==> config.mk <==
export PLATFORM = sky130hd
export DESIGN_NAME = murmur3_32_stream_hash_unit
export DESIGN_NICKNAME = d
export VERILOG_FILES = /design/src/rtl/mm3_pkg.sv /design/src/rtl/mm3_ctrl.sv /design/src/rtl/mm3_datapath.sv /design/src/rtl/murmur3_32_stream_hash_unit.sv
export SDC_FILE = /design/constraint.sdc
export NUM_CORES = 2
export LEC_CHECK = 0
export ABC_AREA = 1
export BUFFER_PORTS_ARGS = -buffer_cell sky130_fd_sc_hd__buf_2
export CORE_UTILIZATION = 50
export CTS_CLUSTER_DIAMETER = 100
export CTS_CLUSTER_SIZE = 20
export DETAILED_ROUTE_END_ITERATION = 10
export GPL_TIMING_DRIVEN = 0
export PLACE_DENSITY = 0.66
export SLEW_MARGIN = 20
export SYNTH_ARGS = -nofsm -noshare
export SYNTH_HDL_FRONTEND = slang
export SYNTH_SLANG_ARGS = --single-unit
==> constraint.sdc <==
create_clock -name i_clk -period 15.4 [get_ports i_clk]
set_input_delay 0.77 -clock i_clk [delete_from_list [all_inputs] [get_ports i_clk]]
set_output_delay 0.77 -clock i_clk [all_outputs]
set_load 0.005 [all_outputs]
==> src/rtl/mm3_pkg.sv <==
package mm3_pkg;

    localparam logic [31:0] MM_C1 = 32'hcc9e2d51;
    localparam logic [31:0] MM_C2 = 32'h1b873593;
    localparam logic [31:0] MM_N  = 32'he6546b64;
    localparam logic [31:0] MM_F1 = 32'h85ebca6b;
    localparam logic [31:0] MM_F2 = 32'hc2b2ae35;
    localparam int unsigned MM_R1 = 15;
    localparam int unsigned MM_R2 = 13;

    localparam logic [2:0] CNT_FULL = 3'd4;

    // Value of paddr bit 2 that selects the seed register.
    localparam logic SEED_SEL = 1'b0;

    typedef enum logic [2:0] {
        ST_IDLE,
        ST_MIX1,
        ST_MIX2,
        ST_BODY,
        ST_FIN0,
        ST_FIN1,
        ST_FIN2
    } t_state;

    typedef struct packed {
        logic load;
        logic mix1;
        logic mix2;
        logic body;
        logic fin0;
        logic fin1;
        logic emit;
    } t_dp_cmd;

    typedef struct packed {
        logic is_last;
        logic out_busy;
    } t_dp_stat;

    function automatic logic [31:0] rotl15(input logic [31:0] x);
        rotl15 = {x[31-MM_R1:0], x[31:32-MM_R1]};
    endfunction

    function automatic logic [31:0] rotl13(input logic [31:0] x);
        rotl13 = {x[31-MM_R2:0], x[31:32-MM_R2]};
    endfunction

    // Keeps the low cnt bytes of a word; cnt is already limited to four.
    function automatic logic [31:0] mask_bytes(input logic [31:0] w, input logic [2:0] cnt);
        case (cnt)
            3'd0: mask_bytes = 32'd0;
            3'd1: mask_bytes = {24'd0, w[7:0]};
            3'd2: mask_bytes = {16'd0, w[15:0]};
            3'd3: mask_bytes = {8'd0, w[23:0]};
            default: mask_bytes = w;
        endcase
    endfunction

endpackage

==> src/rtl/mm3_ctrl.sv <==
module mm3_ctrl (
    input  logic              i_clk,
    input  logic              i_rst_n,
    input  logic              i_valid,
    output logic              o_ready,
    input  mm3_pkg::t_dp_stat i_stat,
    output mm3_pkg::t_dp_cmd  o_cmd
);
    import mm3_pkg::*;

    t_state r_state;
    t_state n_state;

    always_ff @(posedge i_clk) begin
        if (!i_rst_n) begin
            r_state <= ST_IDLE;
        end else begin
            r_state <= n_state;
        end
    end

    always_comb begin
        n_state = r_state;
        o_cmd   = '0;
        o_ready = 1'b0;
        case (r_state)
            ST_IDLE: begin
                o_ready = 1'b1;
                if (i_valid) begin
                    o_cmd.load = 1'b1;
                    n_state    = ST_MIX1;
                end
            end
            ST_MIX1: begin
                o_cmd.mix1 = 1'b1;
                n_state    = ST_MIX2;
            end
            ST_MIX2: begin
                o_cmd.mix2 = 1'b1;
                n_state    = ST_BODY;
            end
            ST_BODY: begin
                o_cmd.body = 1'b1;
                n_state    = i_stat.is_last ? ST_FIN0 : ST_IDLE;
            end
            ST_FIN0: begin
                o_cmd.fin0 = 1'b1;
                n_state    = ST_FIN1;
            end
            ST_FIN1: begin
                o_cmd.fin1 = 1'b1;
                n_state    = ST_FIN2;
            end
            ST_FIN2: begin
                // Wait here until the output register can take the hash.
                if (!i_stat.out_busy) begin
                    o_cmd.emit = 1'b1;
                    n_state    = ST_IDLE;
                end
            end
            default: begin
                n_state = ST_IDLE;
            end
        endcase
    end

endmodule

==> src/rtl/mm3_datapath.sv <==
module mm3_datapath (
    input  logic              i_clk,
    input  logic              i_rst_n,
    input  mm3_pkg::t_dp_cmd  i_cmd,
    output mm3_pkg::t_dp_stat o_stat,
    input  logic [31:0]       i_seed,
    input  logic [31:0]       i_word,
    input  logic [2:0]        i_count,
    input  logic              i_last,
    output logic              o_out_valid,
    input  logic              i_out_ready,
    output logic [31:0]       o_out_hash
);
    import mm3_pkg::*;

    logic [31:0] r_word;
    logic [2:0]  r_cnt;
    logic        r_last;
    logic [31:0] r_k;
    logic [31:0] r_h;
    logic [31:0] r_len;
    logic        r_in_key;
    logic        r_out_valid;
    logic [31:0] r_out_hash;

    logic [2:0]  w_cnt;
    logic [31:0] w_rot;
    logic [31:0] w_fold;
    logic [31:0] w_av0;
    logic [31:0] w_av1;

    always_comb begin
        if (!i_last) begin
            w_cnt = CNT_FULL;
        end else if (i_count inside {[3'd5:3'd7]}) begin
            w_cnt = CNT_FULL;
        end else begin
            w_cnt = i_count;
        end
    end

    assign w_rot  = rotl13(r_h ^ r_k);
    assign w_fold = r_h ^ r_len;
    assign w_av0  = w_fold ^ (w_fold >> 16);
    assign w_av1  = r_h ^ (r_h >> 13);

    always_ff @(posedge i_clk) begin
        if (!i_rst_n) begin
            r_len       <= '0;
            r_in_key    <= 1'b0;
            r_out_valid <= 1'b0;
        end else begin
            if (i_cmd.load) begin
                r_len    <= r_len + {29'd0, w_cnt};
                r_in_key <= 1'b1;
            end else if (i_cmd.fin0) begin
                r_len    <= '0;
                r_in_key <= 1'b0;
            end
            if (i_cmd.emit) begin
                r_out_valid <= 1'b1;
            end else if (i_out_ready) begin
                r_out_valid <= 1'b0;
            end
        end
    end

    always_ff @(posedge i_clk) begin
        if (i_cmd.load) begin
            r_word <= mask_bytes(i_word, w_cnt);
            r_cnt  <= w_cnt;
            r_last <= i_last;
            // A new key starts from the seed; a key in progress keeps its hash.
            if (!r_in_key) begin
                r_h <= i_seed;
            end
        end
        if (i_cmd.mix1) begin
            r_k <= r_word * MM_C1;
        end
        if (i_cmd.mix2) begin
            r_k <= rotl15(r_k) * MM_C2;
        end
        if (i_cmd.body) begin
            if (r_cnt == CNT_FULL) begin
                r_h <= (w_rot << 2) + w_rot + MM_N;
            end else if (r_cnt != 3'd0) begin
                r_h <= r_h ^ r_k;
            end
        end
        if (i_cmd.fin0) begin
            r_h <= w_av0 * MM_F1;
        end
        if (i_cmd.fin1) begin
            r_h <= w_av1 * MM_F2;
        end
        if (i_cmd.emit) begin
            r_out_hash <= r_h ^ (r_h >> 16);
        end
    end

    assign o_stat.is_last  = r_last;
    assign o_stat.out_busy = r_out_valid && !i_out_ready;
    assign o_out_valid     = r_out_valid;
    assign o_out_hash      = r_out_hash;

endmodule

==> src/rtl/murmur3_32_stream_hash_unit.sv <==
// An item passes the MIX1, MIX2 and BODY states, a last item then FIN0, FIN1 and FIN2, where
// it waits while the output register is busy before its hash is registered; no new item is taken
// until then. Each 32x32 multiply (two for chunk mix, two for avalanche) has its own state.
// A finished hash waits in the output register while the next item is taken in.
// Reset (synchronous, active low) clears the seed to zero, the key state and the output valid.
module murmur3_32_stream_hash_unit (
    input  logic        i_clk,
    input  logic        i_rst_n,
    input  logic        s_axis_tvalid,
    output logic        s_axis_tready,
    input  logic [31:0] s_axis_tdata,   // data_word [31:0]
    input  logic [2:0]  s_axis_tuser,   // byte_count [2:0]
    input  logic        s_axis_tlast,
    output logic        m_axis_tvalid,
    input  logic        m_axis_tready,
    output logic [31:0] m_axis_tdata,   // hash_value [31:0]
    input  logic        psel,
    input  logic        penable,
    input  logic        pwrite,
    input  logic [2:0]  paddr,
    input  logic [31:0] pwdata,
    output logic [31:0] prdata,
    output logic        pready
);
    import mm3_pkg::*;

    logic [31:0] r_seed;
    t_dp_cmd     w_cmd;
    t_dp_stat    w_stat;
    logic        w_seed_wr;

    assign pready    = 1'b1;
    assign w_seed_wr = psel && penable && pwrite && (paddr[2] == SEED_SEL);
    assign prdata    = (paddr[2] == SEED_SEL) ? r_seed : 32'd0;

    always_ff @(posedge i_clk) begin
        if (!i_rst_n) begin
            r_seed <= '0;
        end else if (w_seed_wr) begin
            r_seed <= pwdata;
        end
    end

    mm3_ctrl u_ctrl (
        .i_clk   (i_clk),
        .i_rst_n (i_rst_n),
        .i_valid (s_axis_tvalid),
        .o_ready (s_axis_tready),
        .i_stat  (w_stat),
        .o_cmd   (w_cmd)
    );

    mm3_datapath u_datapath (
        .i_clk       (i_clk),
        .i_rst_n     (i_rst_n),
        .i_cmd       (w_cmd),
        .o_stat      (w_stat),
        .i_seed      (r_seed),
        .i_word      (s_axis_tdata),
        .i_count     (s_axis_tuser),
        .i_last      (s_axis_tlast),
        .o_out_valid (m_axis_tvalid),
        .i_out_ready (m_axis_tready),
        .o_out_hash  (m_axis_tdata)
    );

`ifndef SYNTHESIS
    a_busy_after_accept: assert property (@(posedge i_clk) disable iff (!i_rst_n)
        s_axis_tvalid && s_axis_tready |=> !s_axis_tready)
        else $error("block still ready right after taking an item");

    a_body_item_done: assert property (@(posedge i_clk) disable iff (!i_rst_n)
        s_axis_tvalid && s_axis_tready && !s_axis_tlast |-> ##4 s_axis_tready)
        else $error("non-last item did not finish in four cycles");

    a_last_item_finishes: assert property (@(posedge i_clk) disable iff (!i_rst_n)
        s_axis_tvalid && s_axis_tready && s_axis_tlast |-> ##4 !s_axis_tready)
        else $error("last item skipped the finalization steps");

    a_seed_written: assert property (@(posedge i_clk) disable iff (!i_rst_n)
        w_seed_wr |=> r_seed == $past(pwdata))
        else $error("seed register did not take the written value");
`endif

endmodule
==> run summary <==
outcome: finished clean
grt ovf: 0
RSZ-0062 raised after global routing: false
post-synthesis sequential area ratio: 10.68%
max_cap viols: 0
Syn Inst Count: 5464
# setup viols final: 0
DR pass1 iterations: 6
Final GP Congestion: 1.025
Critical Path Start Type: register
vias in the first global route: 37740
CP endpoint kind: register
CTS buffer count: 19
number of diodes: 0
Critical Path Fanout Max: 7
detailed-route via count: 36540
slowest stage delay, CP: 0.70 ns
setup_tns: 0 ns
Worst slew margin: 19.20%
Slew @ Worst Pin: 1.208 ns
EDFF count, synth: 100
top_reg_cell synth: dfxtp_1
clk_lat worst skew: 0.59 ns
CORE AREA: 0.09333 mm^2
Final Critical Period: 9.437 ns
Final ANT Viol Nets: 0
Root Buffer: clkbuf_16
count of final max-slew check failures: 0
Crit path top cell by count: fa_1
die area: 0.09532 mm^2
most common cell after layout, fill and taps aside: inv_1
wire length of the first global-routing pass: 225100 um
gr usage total: 32.00%
Syn Nets: 7097
syn_area_per_cell: 8.610 um^2
Final Hold Fails: 0
largest net degree at the start of global routing: 46
Req. time, crit path: 15.87 ns
Mapped Area: 0.04705 mm^2
Layout Nets: 7265
Cell Rows: 112
CTS tree: built
Crit Path Class: register to register
Top-Level Pins: 145
#FFs+latches synth: 201
count of cell types in the netlist: 64
Peak Freq: 106.0 MHz
die height: 308.7 um
starting density of the core: 50.41%
Post-CTS Hold Buffers: 0
ratio of cells with drive above 1 in the final layout: 4.836%
post-synthesis async set-or-reset flop share: 0%
antenna violations before repair: 2
die width: 308.7 um
Final Cycle Share: 61.28%
drt wl/cell: 21.54 um
total clock sinks: 201
HP Class: primary input to register
final WL: 148600 um
most frequent cells in the layout: inv_1, ha_1, fa_1
vias per cell: 5.297
r2r setup slk: 5.96 ns
crit path DAT: 9.90 ns
DR iter-0 viols: 2733
Post-CTS Resized: 0
Layout area overhead: 6.577%
Synth Warn #: 0
Longest Clk Path Bufs: 3
Remaining DRCs: 0
CTS clk-pin slew, worst paths: 0.09 ns
Layout fillers: 8947
Port Buffers: 140
clk_skew: 0.02848 ns
DP HPWL: 129700 um
H-tree Lvls: 1
setup bufs post-CTS: 0
CP max-delay cell: xnor2_2
-- Yosys cell counts (26+ instances only) --
master / count / area (um^2)
xnor2_1: 160 / 1401
nor2_1: 231 / 867.1
o21ai_0: 244 / 1221
a21oi_1: 286 / 1431
nand2_1: 645 / 2421
clkbuf_1: 60 / 225.2
nand3_1: 143 / 715.7
o211ai_1: 29 / 217.7
nor3_1: 44 / 220.2
dfxtp_1: 101 / 2022
inv_1: 1508 / 5660
ha_1: 822 / 10280
edfxtp_1: 100 / 3003
nand4_1: 26 / 162.7
buf_2: 27 / 135.1
xor2_1: 101 / 884.6
fa_1: 733 / 14670
-- metrics by stage --
step / utilization, % / instances / instance area (um^2) / hold WS [ns] / worst slack (ns)
finish: 53.72 / 6899 / 50140 / 0.3940 / 5.963
global route: 53.72 / 6899 / 50140 / 0.3913 / 5.771
CTS: 53.69 / 6899 / 50110 / 0.3790 / 6.057
detailed placement: 52.99 / 6865 / 49460 / 0.4630 / 6.111
global placement: 52.84 / 6858 / 49320 / 0.4407 / 5.590
floorplan: - / 5464 / 47050 / 0.4029 / 8.228
-- area by class of cell --
class / instances / area [um^2] / share of cell area [%]
multi-input combinational: 3651 / 36000 / 71.80
clock buffer: 20 / 489.2 / 0.9757
inverter: 1519 / 5703 / 11.37
sequential: 201 / 5025 / 10.02
buffer: 93 / 406.6 / 0.8110
timing repair buffer: 147 / 780.7 / 1.557
tap: 1254 / 1569 / 3.129
clock inverter: 14 / 165.2 / 0.3294
-- sequential cells by signal (all words and copies together), names as in the netlist --
register                count
r_seed                     32
u_datapath.o_out_hash      32
u_datapath.r_h             32
u_datapath.r_k             32
u_datapath.r_len           32
u_datapath.r_word          32
u_ctrl.r_state              3
u_datapath.r_cnt            3
u_datapath.o_out_valid      1
u_datapath.r_in_key         1
u_datapath.r_last           1
-- worst max-delay path: cells and delay by family, from the launching register on --
| kind | cells | cell delay (ns) |
|---|---|---|
| AOI/OAI and AO/OA | 3 | 0.71 |
| xor gates and xnor gates | 2 | 1.08 |
| adders and majority gates | 9 | 4.00 |
| buffers and inverters | 4 | 0.97 |
| DFF | 1 | 0.61 |
| and+or+nand+nor | 11 | 1.94 |
-- worst paths after layout --
kind / startpoint / to / depth (start not counted)
hold / removal: s_axis_tlast / u_datapath.r_last / 1
hold reg to reg: u_datapath.r_in_key / u_datapath.r_in_key / 2
setup reg to reg: u_datapath.r_h[23] / u_datapath.r_h[27] / 29
setup / recovery: u_datapath.r_h[23] / u_datapath.r_h[27] / 29
-- layer usage --
metal / routed length (um) / track usage [%]
met1: 62740 / 42.57
met2: 69370 / 52.94
met3: 9624 / 3.741
met4: 6851 / 13.19
met5: 12 / 0
-- cells by family (layout without fill, tap and decap cells) --
| group | count (synthesis) | in the layout | share of synthesized area (%) |
|---|---|---|---|
| xor gates and xnor gates | 264 | 264 | 4.963 |
| adders and majority gates | 1555 | 1555 | 53.05 |
| other | 1 | 1 | 0.007971 |
| DFF | 201 | 201 | 10.68 |
| and+or+nand+nor | 1153 | 1153 | 10.31 |
| AOI/OAI and AO/OA | 678 | 678 | 8.013 |
| buffers and inverters | 1612 | 1793 | 12.98 |
Power is left out: the tool's default activity adds up to more than one toggle a clock period on the data nets, which glitch-free logic cannot reach.
